$ cat src/sv/text_line_folder_macros.svh
// ----------------------------------------------------------------------------
// Text line folder assertion macros
// Shared assertion forms for the line folder modules.
// ----------------------------------------------------------------------------
`ifndef TEXT_LINE_FOLDER_MACROS_SVH
`define TEXT_LINE_FOLDER_MACROS_SVH

// Same-cycle implication, disabled while in reset.
`define TLF_ASSERT_IMP(lbl, clk, rst_n, ante, cons, msg) \
    lbl: assert property (@(posedge clk) disable iff (!rst_n) (ante) |-> (cons)) \
        else $error(msg);

// Next-cycle implication, disabled while in reset.
`define TLF_ASSERT_NXT(lbl, clk, rst_n, ante, cons, msg) \
    lbl: assert property (@(posedge clk) disable iff (!rst_n) (ante) |=> (cons)) \
        else $error(msg);

`endif

$ cat src/sv/tlf_pkg.sv
// ----------------------------------------------------------------------------
// Text line folder package
// Constants, character codes and shared types of the line folder.
// ----------------------------------------------------------------------------
package tlf_pkg;

    parameter int MAX_LINE_DEF = 40;

    localparam int CHAR_W     = 8;
    localparam int LINE_LEN_W = 6;
    localparam int TAB_W      = 5;
    localparam int CFG_DATA_W = 6;
    localparam int CFG_IDX_W  = 1;

    localparam logic [LINE_LEN_W-1:0] LINE_LEN_RESET = 6'd40;
    localparam logic [TAB_W-1:0]      TAB_RESET      = 5'd4;
    localparam logic [LINE_LEN_W-1:0] LINE_LEN_MIN   = 6'd2;
    localparam logic [TAB_W-1:0]      TAB_MIN        = 5'd1;
    localparam logic [TAB_W-1:0]      TAB_MAX        = 5'd16;

    localparam logic [CFG_IDX_W-1:0] REG_LINE_LENGTH = 1'b0;
    localparam logic [CFG_IDX_W-1:0] REG_TAB_WIDTH   = 1'b1;

    localparam logic [CHAR_W-1:0] CH_SPACE  = 8'h20;
    localparam logic [CHAR_W-1:0] CH_TAB    = 8'h09;
    localparam logic [CHAR_W-1:0] CH_NL     = 8'h0A;
    localparam logic [CHAR_W-1:0] CH_HYPHEN = 8'h2D;

    typedef enum logic [3:0] {
        ST_IDLE,
        ST_NL_PRE,
        ST_WORD,
        ST_NL_MID,
        ST_TAIL,
        ST_TAIL2,
        ST_KEEP_RD,
        ST_KEEP_WR,
        ST_NEW_WR
    } tlf_state_t;

    typedef enum logic [1:0] {
        KIND_FLUSH,
        KIND_BLANK,
        KIND_NEWLINE,
        KIND_BREAK
    } tlf_kind_t;

    // Request from the sequencer to the output stage
    typedef struct packed {
        logic              push_const;
        logic              push_read;
        logic [CHAR_W-1:0] ch;
        logic              last;
    } tlf_out_req_t;

    // Room reported by the output stage
    typedef struct packed {
        logic const_ok;
        logic read_ok;
        logic pend_clear;
    } tlf_out_credit_t;

endpackage

$ cat src/sv/tlf_ram.sv
// ----------------------------------------------------------------------------
// Line folder RAM
// Generic single-write, single-read RAM with registered read data.
// ----------------------------------------------------------------------------
module tlf_ram #(
    parameter int WIDTH = 8,
    parameter int DEPTH = 41
) (
    input  logic                     clk,
    input  logic                     we,
    input  logic [$clog2(DEPTH)-1:0] waddr,
    input  logic [WIDTH-1:0]         wdata,
    input  logic                     re,
    input  logic [$clog2(DEPTH)-1:0] raddr,
    output logic [WIDTH-1:0]         rdata
);

    logic [WIDTH-1:0] mem_reg [DEPTH];
    logic [WIDTH-1:0] rdata_reg;

    always_ff @(posedge clk)
    begin
        if (we)
        begin
            mem_reg[waddr] <= wdata;
        end
        if (re)
        begin
            rdata_reg <= mem_reg[raddr];
        end
    end

    assign rdata = rdata_reg;

endmodule

$ cat src/sv/tlf_out.sv
// ----------------------------------------------------------------------------
// Line folder output stage
// Result register fed by constants or by RAM read data once the register is free.
// ----------------------------------------------------------------------------
module tlf_out (
    input  logic                          clk,
    input  logic                          rst_n,
    input  tlf_pkg::tlf_out_req_t         req,
    output tlf_pkg::tlf_out_credit_t      credit,
    input  logic [tlf_pkg::CHAR_W-1:0]    rdata,
    output logic                          result_valid,
    input  logic                          result_stall,
    output logic [tlf_pkg::CHAR_W-1:0]    char_out,
    output logic                          last
);
    import tlf_pkg::*;

    logic              valid_reg, valid_next;
    logic [CHAR_W-1:0] char_reg, char_next;
    logic              last_reg, last_next;
    logic              pend_reg, pend_next;
    logic              pend_last_reg, pend_last_next;
    logic              out_free;
    logic              load_pend;

    always_comb
    begin
        out_free          = !valid_reg || !result_stall;
        load_pend         = pend_reg && out_free;
        credit.const_ok   = !pend_reg && out_free;
        credit.read_ok    = !pend_reg || out_free;
        credit.pend_clear = !pend_reg;

        valid_next = valid_reg;
        char_next  = char_reg;
        last_next  = last_reg;
        if (load_pend)
        begin
            valid_next = 1'b1;
            char_next  = rdata;
            last_next  = pend_last_reg;
        end
        else if (req.push_const)
        begin
            valid_next = 1'b1;
            char_next  = req.ch;
            last_next  = req.last;
        end
        else if (out_free)
        begin
            valid_next = 1'b0;
        end

        // Track the read in flight; its data waits in the RAM output
        pend_next      = pend_reg;
        pend_last_next = pend_last_reg;
        if (req.push_read)
        begin
            pend_next      = 1'b1;
            pend_last_next = req.last;
        end
        else if (load_pend)
        begin
            pend_next = 1'b0;
        end
    end

    always_ff @(posedge clk or negedge rst_n)
    begin
        if (!rst_n)
        begin
            valid_reg <= 1'b0;
            pend_reg  <= 1'b0;
        end
        else
        begin
            valid_reg <= valid_next;
            pend_reg  <= pend_next;
        end
    end

    always_ff @(posedge clk)
    begin
        char_reg      <= char_next;
        last_reg      <= last_next;
        pend_last_reg <= pend_last_next;
    end

    assign result_valid = valid_reg;
    assign char_out     = char_reg;
    assign last         = last_reg;

`include "text_line_folder_macros.svh"

    `TLF_ASSERT_IMP(a_const_room, clk, rst_n, req.push_const, credit.const_ok, "constant pushed without room")
    `TLF_ASSERT_IMP(a_read_room, clk, rst_n, req.push_read, credit.read_ok, "read issued over pending data")
    `TLF_ASSERT_NXT(a_pend_hold, clk, rst_n, (pend_reg && !out_free), pend_reg, "pending read data dropped")

endmodule

$ cat src/sv/tlf_seq.sv
// ----------------------------------------------------------------------------
// Line folder sequencer
// Decodes each item, keeps word and column counts, drives the word RAM.
// ----------------------------------------------------------------------------
module tlf_seq #(
    parameter int MAX_LINE = tlf_pkg::MAX_LINE_DEF
) (
    input  logic                              clk,
    input  logic                              rst_n,
    input  logic                              item_valid,
    output logic                              item_stall,
    input  logic [tlf_pkg::CHAR_W-1:0]        char_in,
    input  logic                              flush,
    input  logic [tlf_pkg::LINE_LEN_W-1:0]    line_length,
    input  logic [tlf_pkg::TAB_W-1:0]         tab_width,
    output tlf_pkg::tlf_out_req_t             req,
    input  tlf_pkg::tlf_out_credit_t          credit,
    output logic                              ram_we,
    output logic [$clog2(MAX_LINE+1)-1:0]     ram_waddr,
    output logic [tlf_pkg::CHAR_W-1:0]        ram_wdata,
    output logic                              ram_re,
    output logic [$clog2(MAX_LINE+1)-1:0]     ram_raddr,
    input  logic [tlf_pkg::CHAR_W-1:0]        ram_rdata
);
    import tlf_pkg::*;

    localparam int ADDR_W = $clog2(MAX_LINE + 1);
    localparam int COL_W  = $clog2(MAX_LINE + 17);
    localparam int SUM_W  = COL_W + 1;

    tlf_state_t        state_reg, state_next;
    tlf_kind_t         kind_reg, kind_next;
    logic [CHAR_W-1:0] char_reg, char_next;
    logic              nl2_reg, nl2_next;
    logic [ADDR_W-1:0] end_reg, end_next;
    logic [ADDR_W-1:0] idx_reg, idx_next;
    logic [ADDR_W-1:0] wc_reg, wc_next;
    logic [COL_W-1:0]  col_reg, col_next;

    logic [LINE_LEN_W-1:0] lim;
    logic [TAB_W-1:0]      ws;
    logic [SUM_W-1:0]      lim_s;
    logic [SUM_W-1:0]      sum1;
    logic [SUM_W-1:0]      sum2;
    logic                  nl1;
    logic                  nl2;
    logic [COL_W-1:0]      col1;
    logic [COL_W-1:0]      col2;
    logic                  accept;
    logic                  is_blank;
    logic [ADDR_W-1:0]     idx_inc;
    tlf_state_t            after_word;

    always_comb
    begin
        // Clamp the fold column and the tab width
        if (line_length < LINE_LEN_MIN)
            lim = LINE_LEN_MIN;
        else if (line_length > LINE_LEN_W'(MAX_LINE))
            lim = LINE_LEN_W'(MAX_LINE);
        else
            lim = line_length;

        if (tab_width < TAB_MIN)
            ws = TAB_MIN;
        else if (tab_width > TAB_MAX)
            ws = TAB_MAX;
        else
            ws = tab_width;

        if (char_in == CH_TAB)
            ws = ws;
        else
            ws = TAB_MIN;

        lim_s = SUM_W'(lim);
        sum1  = SUM_W'(col_reg) + SUM_W'(wc_reg);
        nl1   = sum1 > lim_s;
        col1  = nl1 ? COL_W'(wc_reg) : sum1[COL_W-1:0];
        sum2  = SUM_W'(col1) + SUM_W'(ws);
        nl2   = sum2 > lim_s;
        col2  = nl2 ? COL_W'(ws) : sum2[COL_W-1:0];

        is_blank = (char_in == CH_SPACE) || (char_in == CH_TAB);
        accept   = item_valid && (state_reg == ST_IDLE);
        idx_inc  = idx_reg + ADDR_W'(1);

        case (kind_reg)
            KIND_FLUSH: after_word = ST_IDLE;
            KIND_BLANK: after_word = nl2_reg ? ST_NL_MID : ST_TAIL;
            default:    after_word = ST_TAIL;
        endcase

        state_next = state_reg;
        kind_next  = kind_reg;
        char_next  = char_reg;
        nl2_next   = nl2_reg;
        end_next   = end_reg;
        idx_next   = idx_reg;
        wc_next    = wc_reg;
        col_next   = col_reg;

        req        = '0;
        ram_we     = 1'b0;
        ram_waddr  = wc_reg;
        ram_wdata  = char_in;
        ram_re     = 1'b0;
        ram_raddr  = idx_reg;

        case (state_reg)
            ST_IDLE:
            begin
                if (accept)
                begin
                    char_next = char_in;
                    idx_next  = '0;
                    end_next  = wc_reg;
                    if (flush)
                    begin
                        if (wc_reg != '0)
                        begin
                            kind_next  = KIND_FLUSH;
                            col_next   = col1;
                            wc_next    = '0;
                            state_next = nl1 ? ST_NL_PRE : ST_WORD;
                        end
                    end
                    else if (is_blank)
                    begin
                        kind_next  = KIND_BLANK;
                        nl2_next   = nl2;
                        col_next   = col2;
                        wc_next    = '0;
                        state_next = nl1 ? ST_NL_PRE : ST_WORD;
                    end
                    else if (char_in == CH_NL)
                    begin
                        kind_next  = KIND_NEWLINE;
                        col_next   = '0;
                        wc_next    = '0;
                        state_next = nl1 ? ST_NL_PRE : ST_WORD;
                    end
                    else if (SUM_W'(wc_reg) >= lim_s)
                    begin
                        // Break the word; the last stored character is kept
                        kind_next  = KIND_BREAK;
                        end_next   = wc_reg - ADDR_W'(1);
                        col_next   = '0;
                        wc_next    = ADDR_W'(2);
                        state_next = ST_WORD;
                    end
                    else
                    begin
                        ram_we  = 1'b1;
                        wc_next = wc_reg + ADDR_W'(1);
                    end
                end
            end

            ST_NL_PRE:
            begin
                if (credit.const_ok)
                begin
                    req.push_const = 1'b1;
                    req.ch         = CH_NL;
                    state_next     = ST_WORD;
                end
            end

            ST_WORD:
            begin
                if (idx_reg == end_reg)
                begin
                    state_next = after_word;
                end
                else if (credit.read_ok)
                begin
                    req.push_read = 1'b1;
                    req.last      = (kind_reg == KIND_FLUSH) && (idx_inc == end_reg);
                    ram_re        = 1'b1;
                    idx_next      = idx_inc;
                    if (idx_inc == end_reg)
                        state_next = after_word;
                end
            end

            ST_NL_MID:
            begin
                if (credit.const_ok)
                begin
                    req.push_const = 1'b1;
                    req.ch         = CH_NL;
                    state_next     = ST_TAIL;
                end
            end

            ST_TAIL:
            begin
                if (credit.const_ok)
                begin
                    req.push_const = 1'b1;
                    case (kind_reg)
                        KIND_NEWLINE:
                        begin
                            req.ch     = CH_NL;
                            req.last   = 1'b1;
                            state_next = ST_IDLE;
                        end
                        KIND_BREAK:
                        begin
                            req.ch     = CH_HYPHEN;
                            state_next = ST_TAIL2;
                        end
                        default:
                        begin
                            req.ch     = char_reg;
                            req.last   = 1'b1;
                            state_next = ST_IDLE;
                        end
                    endcase
                end
            end

            ST_TAIL2:
            begin
                if (credit.const_ok)
                begin
                    req.push_const = 1'b1;
                    req.ch         = CH_NL;
                    req.last       = 1'b1;
                    state_next     = ST_KEEP_RD;
                end
            end

            ST_KEEP_RD:
            begin
                // Wait until the RAM output no longer holds result data
                if (credit.pend_clear)
                begin
                    ram_re     = 1'b1;
                    ram_raddr  = end_reg;
                    state_next = ST_KEEP_WR;
                end
            end

            ST_KEEP_WR:
            begin
                ram_we     = 1'b1;
                ram_waddr  = '0;
                ram_wdata  = ram_rdata;
                state_next = ST_NEW_WR;
            end

            ST_NEW_WR:
            begin
                ram_we     = 1'b1;
                ram_waddr  = ADDR_W'(1);
                ram_wdata  = char_reg;
                state_next = ST_IDLE;
            end

            default:
            begin
                state_next = ST_IDLE;
            end
        endcase
    end

    always_ff @(posedge clk or negedge rst_n)
    begin
        if (!rst_n)
        begin
            state_reg <= ST_IDLE;
            kind_reg  <= KIND_FLUSH;
            wc_reg    <= '0;
            col_reg   <= '0;
        end
        else
        begin
            state_reg <= state_next;
            kind_reg  <= kind_next;
            wc_reg    <= wc_next;
            col_reg   <= col_next;
        end
    end

    always_ff @(posedge clk)
    begin
        char_reg <= char_next;
        nl2_reg  <= nl2_next;
        end_reg  <= end_next;
        idx_reg  <= idx_next;
    end

    assign item_stall = (state_reg != ST_IDLE);

`include "text_line_folder_macros.svh"

    `TLF_ASSERT_IMP(a_wc_bound, clk, rst_n, 1'b1, (wc_reg <= ADDR_W'(MAX_LINE)), "word count past store size")
    `TLF_ASSERT_IMP(a_col_bound, clk, rst_n, 1'b1, (col_reg <= COL_W'(MAX_LINE + 16)), "column past widest line")
    `TLF_ASSERT_IMP(a_one_push, clk, rst_n, req.push_read, (!req.push_const && state_reg == ST_WORD), "read outside word drain")

endmodule

$ cat src/sv/text_line_folder.sv
// ----------------------------------------------------------------------------
// Text line folder
// Greedy word-wrap line folder, one character item in, a run of characters out.
// ----------------------------------------------------------------------------
// Input channel: item_valid / item_stall carry char_in and flush. An item is
// taken on a rising edge with item_valid high and item_stall low.
// Output channel: result_valid / result_stall carry char_out and last; last
// marks the final character caused by one input item.
// Configuration: cfg_we writes cfg_data into line_length (index 0) or
// tab_width (index 1); write only while the block is idle.
// Throughput: an ordinary character enters the word RAM and gives no result.
// A blank, newline or flush drains the word at one character per cycle through
// the RAM read port while the output is not stalled. A flush gives the word; a
// blank or a newline gives the word and then the blank or a newline, with a
// newline placed ahead of or behind the word where it would pass the fold. A
// forced word break gives the word without its last character, a hyphen and a
// newline; the kept character is read back and rewritten at the front.
// Stall: a stalled result holds in the output register; at most one RAM read
// waits behind it, then the sequencer holds and item_stall stays high.
// Reset: word and column counts clear, line_length returns to 40 and
// tab_width to 4. The word RAM is not cleared; only written entries are read.
// ----------------------------------------------------------------------------
module text_line_folder #(
    parameter int MAX_LINE = tlf_pkg::MAX_LINE_DEF
) (
    input  logic                              clk,
    input  logic                              rst_n,
    input  logic                              item_valid,
    output logic                              item_stall,
    input  logic [tlf_pkg::CHAR_W-1:0]        char_in,
    input  logic                              flush,
    output logic                              result_valid,
    input  logic                              result_stall,
    output logic [tlf_pkg::CHAR_W-1:0]        char_out,
    output logic                              last,
    input  logic                              cfg_we,
    input  logic [tlf_pkg::CFG_IDX_W-1:0]     cfg_index,
    input  logic [tlf_pkg::CFG_DATA_W-1:0]    cfg_data
);
    import tlf_pkg::*;

    localparam int ADDR_W = $clog2(MAX_LINE + 1);

    logic [LINE_LEN_W-1:0] line_length_reg;
    logic [TAB_W-1:0]      tab_width_reg;

    tlf_out_req_t      req;
    tlf_out_credit_t   credit;
    logic              ram_we;
    logic [ADDR_W-1:0] ram_waddr;
    logic [CHAR_W-1:0] ram_wdata;
    logic              ram_re;
    logic [ADDR_W-1:0] ram_raddr;
    logic [CHAR_W-1:0] ram_rdata;

    // Configuration registers: take the low bits of the write data
    always_ff @(posedge clk or negedge rst_n)
    begin
        if (!rst_n)
        begin
            line_length_reg <= LINE_LEN_RESET;
            tab_width_reg   <= TAB_RESET;
        end
        else if (cfg_we)
        begin
            case (cfg_index)
                REG_LINE_LENGTH: line_length_reg <= cfg_data[LINE_LEN_W-1:0];
                REG_TAB_WIDTH:   tab_width_reg   <= cfg_data[TAB_W-1:0];
                default:         line_length_reg <= line_length_reg;
            endcase
        end
    end

    // Sequencer: decode the item, update counts, issue RAM accesses
    tlf_seq #(
        .MAX_LINE (MAX_LINE)
    ) u_seq (
        .clk         (clk),
        .rst_n       (rst_n),
        .item_valid  (item_valid),
        .item_stall  (item_stall),
        .char_in     (char_in),
        .flush       (flush),
        .line_length (line_length_reg),
        .tab_width   (tab_width_reg),
        .req         (req),
        .credit      (credit),
        .ram_we      (ram_we),
        .ram_waddr   (ram_waddr),
        .ram_wdata   (ram_wdata),
        .ram_re      (ram_re),
        .ram_raddr   (ram_raddr),
        .ram_rdata   (ram_rdata)
    );

    // Word store: one entry more than the longest line
    tlf_ram #(
        .WIDTH (CHAR_W),
        .DEPTH (MAX_LINE + 1)
    ) u_word_ram (
        .clk   (clk),
        .we    (ram_we),
        .waddr (ram_waddr),
        .wdata (ram_wdata),
        .re    (ram_re),
        .raddr (ram_raddr),
        .rdata (ram_rdata)
    );

    // Output register: hold the result while stalled
    tlf_out u_out (
        .clk          (clk),
        .rst_n        (rst_n),
        .req          (req),
        .credit       (credit),
        .rdata        (ram_rdata),
        .result_valid (result_valid),
        .result_stall (result_stall),
        .char_out     (char_out),
        .last         (last)
    );

endmodule
$ cat config.mk
export PLATFORM = sky130hd
export DESIGN_NAME = text_line_folder
export DESIGN_NICKNAME = d
export VERILOG_FILES = /design/src/sv/tlf_pkg.sv /design/src/sv/tlf_ram.sv /design/src/sv/tlf_out.sv /design/src/sv/tlf_seq.sv /design/src/sv/text_line_folder.sv
export VERILOG_INCLUDE_DIRS = /design/src /design/src/sv
export SDC_FILE = /design/constraint.sdc
export NUM_CORES = 1
export LEC_CHECK = 0
export ABC_CLOCK_PERIOD_IN_PS = 12500
export BUFFER_PORTS_ARGS = -buffer_cell sky130_fd_sc_hd__buf_2
export CAP_MARGIN = 20
export CORE_AREA = 2 2 274 141
export CTS_BUF_LIST = sky130_fd_sc_hd__clkbuf_16
export DETAILED_ROUTE_END_ITERATION = 10
export DIE_AREA = 0 0 276 143
export HOLD_SLACK_MARGIN = 0.03
export SETUP_SLACK_MARGIN = 0.5
export SLEW_MARGIN = 20
export SYNTH_ARGS = -nofsm -noshare
export SYNTH_HDL_FRONTEND = slang
export SYNTH_SLANG_ARGS = --single-unit
$ cat constraint.sdc
create_clock -name clk -period 12.5 [get_ports clk]
set_input_delay 2.5 -clock clk [delete_from_list [all_inputs] [get_ports clk]]
set_output_delay 2.5 -clock clk [all_outputs]
set_load 0.01 [all_outputs]
======== Word-level counts from Yosys, hierarchy flattened ========
Memory sizes are Yosys's and may differ from the RTL's. A register that Yosys moved wholly into a read port is not among the register bits.
Cells that the tools add are included.
word-level totals
  register bits ........................... 62
  memory bits (writable) .................. 328
  input bits .............................. 21
  output and inout port bits .............. 11
  word-level logic and storage cells ...... 175
  memories kept ........................... 1
cells by class
  add/sub/neg operators ................... 5
  order comparisons ....................... 7
  eq/ne operators ......................... 29
  muxes and demuxes ....................... 86
  bitwise operators ....................... 2
  reduce and logical (&&, ||, !) cells .... 30
memory list
  name                depth  bits a word  rd ports  clocked after Yosys merged registers in  wr ports  line           text
  u_word_ram.mem_reg  41     8            1         1                                        1         tlf_ram.sv:18  logic [WIDTH-1:0] mem_reg [DEPTH];
operators by type and width
  cell                                                             number
  6-bit two-way mux                                                23
  4-bit two-way mux                                                15
  4-bit case mux with 8 select lines                               1
  8-bit case mux with 2 select lines                               2
  6-bit case mux with 2 select lines                               2
  8-bit case mux with 3 select lines                               1
  1-bit two-way mux                                                23
  5-bit two-way mux                                                4
  4-bit by 3-bit == test with 1-bit output, second input constant  4
  8-bit by 4-bit == test with 1-bit output, second input constant  2
  8-bit two-way mux                                                2
  7-bit by 6-bit greater-than comparator with 1-bit output         2
  2-bit inequality test, second input constant                     7
  6-bit by 1-bit adder with 6-bit output, second input constant    2
  6-bit == test                                                    2
  2-bit two-way mux                                                6
  4-bit AND reduction                                              3
  10-bit AND reduction                                             1
  9-bit two-way mux                                                1
  4-bit by 2-bit == test with 1-bit output, second input constant  2
  8-bit by 6-bit == test with 1-bit output, second input constant  1
  4-bit case mux with 2 select lines                               1
  4-bit nonzero test                                               2
  6-bit by 5-bit adder with 7-bit output                           1
  32 further kinds                                                 49

======== Depth between registers and ports, before layout ========
  word-level depth ........................ 12
  mapped depth ............................ 24
  gate-level depth less buffers ........... 24

======== Modules after synthesis ========
From an unflattened synthesis, not the netlist that was laid out.
second synthesis, totals
  cell total of the unflattened synthesis .. 1197
  area, all modules ....................... 18023.5 sq um
modules (own cells, without submodules)
  module            instances  cells an instance  area an instance (sq um)  seq. area each (sq um)
  tlf_ram           1          722                13509.2                   10089.7
  tlf_seq           1          422                3590.9                    1081.0
  tlf_out           1          28                 503.0                     350.3
  text_line_folder  1          25                 420.4                     279.0

======== Worst setup path after synthesis ========
No wires, ideal clock.
  path type ............................... input port to flip-flop
  from .................................... input char_in[2] (netlist bit)
  to ...................................... register u_seq.col_reg[1]
  library setup time ...................... 131 ps
  arrival ................................. 5566 ps
  data required time ...................... 12369 ps
  path slack .............................. 6803 ps
  cell stages on the path ................. 15
  path buffers ............................ 0
  cell sequence ........................... nor4_1 and3_1 o21ai_0 ha_1 fa_1 a21o_1 a21oi_1 xnor2_1 ha_1 a21o_1 a21o_1 o21bai_1 o211ai_2 mux2i_1 o211ai_1
between the ends
  cells in the longest elaborated chain, start to end .. 7
  elaborated cells on any way between the ends .. 13
  classes of those cells .................. 1 x add/sub; 1 x order compare; 3 x eq/ne; 5 x mux; 3 x reduce/logical
RTL lines
  element                                                   line                    text
  start, declared                                           text_line_folder.sv:30  input logic [tlf_pkg::CHAR_W-1:0] char_in,
  8-bit by 4-bit == test with 1-bit output                  tlf_seq.sv:71           if (char_in == CH_TAB)
  5-bit two-way mux                                         tlf_seq.sv:71
  6-bit by 5-bit adder with 7-bit output                    tlf_seq.sv:80           sum2 = SUM_W'(col1) + SUM_W'(ws);
  7-bit by 6-bit greater-than comparator with 1-bit output  tlf_seq.sv:81           nl2 = sum2 > lim_s;
  named net u_seq.nl2                                       tlf_seq.sv:46           logic nl2;
  6-bit two-way mux                                         tlf_seq.sv:82           col2 = nl2 ? COL_W'(ws) : sum2[COL_W-1:0];
  6-bit two-way mux                                         tlf_seq.sv:128          else if (is_blank)
  6-bit two-way mux                                         tlf_seq.sv:118          if (flush)
  end signal, assigned                                      tlf_seq.sv:283          col_reg <= col_next;
  end, declared                                             tlf_seq.sv:38           logic [COL_W-1:0] col_reg, col_next;
The timed path passes the listed nets, and every way through them passes these cells.
A chain may end at the register's enable or synchronous reset.

======== Worst setup path in the final report ========
  from .................................... register u_seq.wc_reg[1]
  to ...................................... register u_seq.col_reg[3]
between the ends
  cells in the longest elaborated chain, start to end .. 8
  elaborated cells on any way between the ends .. 14
  classes of those cells .................. 2 x add/sub; 3 x order compare; 1 x eq/ne; 5 x mux; 3 x reduce/logical
RTL lines
  element                                                       line            text
  start, declared                                               tlf_seq.sv:37   logic [ADDR_W-1:0] wc_reg, wc_next;
  start signal, assigned                                        tlf_seq.sv:282  wc_reg <= wc_next;
  6-bit by 6-bit adder with 7-bit output                        tlf_seq.sv:77   sum1 = SUM_W'(col_reg) + SUM_W'(wc_reg);
  7-bit by 6-bit greater-than comparator with 1-bit output      tlf_seq.sv:78   nl1 = sum1 > lim_s;
  6-bit two-way mux (*)                                         tlf_seq.sv:79   col1 = nl1 ? COL_W'(wc_reg) : sum1[COL_W-1:0];
  6-bit by 5-bit adder with 7-bit output (*)                    tlf_seq.sv:80
  7-bit by 6-bit greater-than comparator with 1-bit output (*)  tlf_seq.sv:81
  named net u_seq.nl2                                           tlf_seq.sv:46
  6-bit two-way mux (*)                                         tlf_seq.sv:82
  6-bit two-way mux (*)                                         tlf_seq.sv:128
  6-bit two-way mux (*)                                         tlf_seq.sv:118
The timed path passes the listed nets; every way through them passes the cells marked *. The select of a mux whose other input is x is not followed.

==> results.py <==
metrics = {
    "clock_tree": {
        "hold_buffers": 0,
        "cts_tree": "built",
        "clockBufferDepth": 3,
        "clk_latency_ns": 0.55,
        "cts_resized": 0,
        "root_buffer": "clkbuf_16",
        "h-tree-depth": 2,
        "cts_sinks": 398,
        "cts_setup_buffers": 0,
        "cts-buffers-inserted": 36,
        "clk_pin_slew_ns": 0.08,
    },
    "critical_path": {
        "path_class": "register to register",
        "worstReg2RegEnd": "u_seq.col_reg[3]",
        "r2r_cells": 21,
        "arrival_ns": 6.75,
        "crit_path_end_kind": "register",
        "timing.rr.start": "u_seq.wc_reg[1]",
        "cp_max_fo": 11,
        "rrSetupSlack_ns": 6.20,
        "critPathRequiredTime_ns": 12.95,
        "critPathLaunchType": "register",
    },
    "routing": {
        "first_iter_violations": 1502,
        "drt-total-wl_um": 49980,
        "wl_per_cell_um": 27.37,
        "drtAntennaViolNets": 0,
        "drt-pass1-iter-count": 8,
        "drc_errors": 2,
        "viasPerCell": 6.213,
        "vias": 11345,
    },
    "placement": {
        "place.gp.congestion": 0.9139,
        "dp_hpwl_um": 34280,
        "port_buffers": 31,
        "placed_area_um2": 18520,
    },
    "power_and_ir_drop": {
        "power_leakage_nw": 7.042,
        "pwr_density_cell_nw_per_um2": 238.1,
        "power_w": 0.004700,
        "vdd.ir_drop.worst_mv": 0.1107,
    },
    "timing": {
        "rsz0062_at_grt": "false",
        "hold_violations": 0,
        "layout_min_cycle_time_ns": 6.303,
        "final.setup.tns_ns": 0,
        "setup_violations": 0,
        "worstMarginPinSlew_ns": 1.142,
        "slew_violations": 0,
        "slew_headroom_pct": 23.50,
        "clock-skew-final_ns": 0.02373,
        "fin_hold_ws_ns": 0.5277,
        "fin_crit_sh_pct": 50.42,
        "fmax_mhz": 158.7,
    },
    "global_route": {
        "antenna_found_initial": 0,
        "grt_pass1_wl_um": 72620,
        "track_usage_pct": 25.54,
        "grt_pass1_vias": 10397,
        "overflow": 0,
        "grt_max_degree": 46,
    },
    "yosys": {
        "synth_common_cells": "367 x edfxtp_1, 113 x mux2i_1, 87 x nor2_1, 64 x nand2_1, 52 x o21ai_0",
        "synth.yosys.seq_area_share_pct": 65.96,
        "avgSynthCellArea_um2": 14.04,
        "synth_edf_count": 367,
        "synth_fa_ha_area_share_pct": 2.602,
        "ys_types": 80,
        "yosysTopAreaCellShare_pct": 61.60,
        "yosys_register_bits": 398,
        "syn-cell-area_um2": 17890,
        "synth-simple-area-share_pct": 9.043,
        "synthXorXnorAreaFrac_pct": 1.252,
        "synth_compound_area_share_pct": 10.06,
        "synth_cells": 1274,
        "ys_top_cells_by_area": "edfxtp_1 62%, mux2i_1 6.3%, dfrtp_1 3.9%, ha_1 2.4%, mux2_2 2.0%",
        "synthMuxAreaShare_pct": 8.714,
        "yosys_warnings": 0,
        "yosys.area.top_type": "edfxtp_1",
        "synth_most_common_cell": "edfxtp_1",
        "synth_top_flop_cell": "edfxtp_1",
        "synth_top_family_by_area": "compound AO/OA/AOI/OAI gates",
        "synth_nets": 1331,
        "async_flop_share_pct": 7.789,
    },
    "final_layout": {
        "fin_area_um2": 19740,
        "final_nets": 1361,
        "antenna_cells": 0,
        "largest_reg_flops": 328,
        "multiInputGateArea_um2": 5697,
        "ff_latch_area_um2": 11800,
        "drive_above_1_share_pct": 12.01,
        "fillCellCount": 3090,
        "area_delta_synth_final_pct": 10.34,
    },
    "floorplan": {
        "placementRows": 50,
        "io_pins": 32,
        "dieArea_um2": 39470,
        "die_y_um": 143,
        "die_width_um": 276,
        "coreArea_um2": 36910,
        "initial_core_util_pct": 48.47,
    },
    "worst_hold_path": {
        "hold_path_end": "tab_width_reg[0]",
        "hold_start": "tab_width_reg[0]",
        "hp-class": "register to register",
        "hold_depth": 1,
    },
    "outcome": {
        "violations": "DRC",
        "outcome": "complete, but fails checks",
    },
    "flow_run": {
        "drv_cap": 0,
    },
}
area by class of cell:
type / count / share of cell area (%)
Inverter: 23 / 0.4373
Tap cell: 494 / 3.131
Clock inverter: 28 / 1.325
Timing Repair Buffer: 54 / 1.661
Clock buffer: 38 / 4.817
Sequential cell: 398 / 59.77
Multi-Input combinational cell: 791 / 28.86
layout by cell type, fill, tap and decap left out, drive strengths merged, types with 6 or more instances in the layout:
cell type  instances
edfxtp           367
nor3b              6
nor4              25
o31ai              7
nand3             35
dfrtp             28
o21ai             56
clkbuf            38
mux2              32
a2111oi            7
and2              10
a211oi            13
o221ai            15
nor3              16
mux2i            113
o22ai             40
o211ai             6
a21o              25
nand2b            12
and3              20
xnor2             12
nand2             66
clkinv            11
o21bai            10
a22oi             11
ha                34
a22o               6
xor2              11
nor2              89
o31a               9
buf               54
inv               33
a21oi             38
power breakdown:
| part | internal (W) | switching [W] | leakage (nW) |
|---|---|---|---|
| Sequential | 0.00163 | 0.000139 | 3.70 |
| Clock | 0.000655 | 0.000501 | 0.624 |
| Combinational | 0.000609 | 0.00116 | 2.71 |
| Total | 0.00290 | 0.00180 | 7.04 |
cell families after synthesis:
logic type      Yosys count
flops                   398
simple gates            316
compound gates          267
mux                     148
buf+inv                  85
fa+ha+maj                36
xor+xnor                 24
per-stage QoR:
stage	cells	worst slack, ns	util [%]
after detailed placement	1759	6.075	50.18
after global routing	1826	5.874	53.48
final	1826	6.197	53.48
after global placement	1759	6.186	50.18
after CTS	1825	6.294	53.46
after floorplan	1274	6.803	-
how the worst max path moves through the flow:
stage               startpoint                to  slack, ns  cells past startpoint
2_1_floorplan       char_in[2]  u_seq.col_reg[1]       6.80                     15
3_3_place_gp        char_in[2]  u_seq.col_reg[1]       6.19                     16
3_5_place_dp        char_in[2]  u_seq.col_reg[1]       6.07                     18
4_1_cts        u_seq.wc_reg[1]  u_seq.col_reg[1]       6.29                     21
5_1_grt        u_seq.wc_reg[1]  u_seq.col_reg[1]       5.87                     21
6_report       u_seq.wc_reg[1]  u_seq.col_reg[3]       6.20                     21
critical path: stages (launching register included):
cell and delay (ns):
dfrtp_1 0.63, ha_1 0.34, a211oi_1 0.37, nor4b_1 0.11, or4_1 0.61, ha_1 0.33
a211o_1 0.26, o22ai_1 0.23, nand2_1 0.29, mux2i_1 0.22, ha_1 0.26, fa_1 0.40
a21o_1 0.18, a21oi_1 0.24, xnor2_1 0.22, ha_1 0.30, a21o_1 0.18, a21o_1 0.16
o21bai_1 0.23, o211ai_2 0.29, mux2i_1 0.19, o21ai_0 0.18
routing by layer:
layer | wire (um) | global-route usage [%] | up-vias
li1 | - | - | 5033
met1 | 25240 | 42.90 | 5711
met2 | 17690 | 30.24 | 557
met3 | 6461 | 9.375 | 44
met4 | 592 | 4.170 | 0
met5 | 0 | 0 | -
Power figures use the tool's default switching activity.
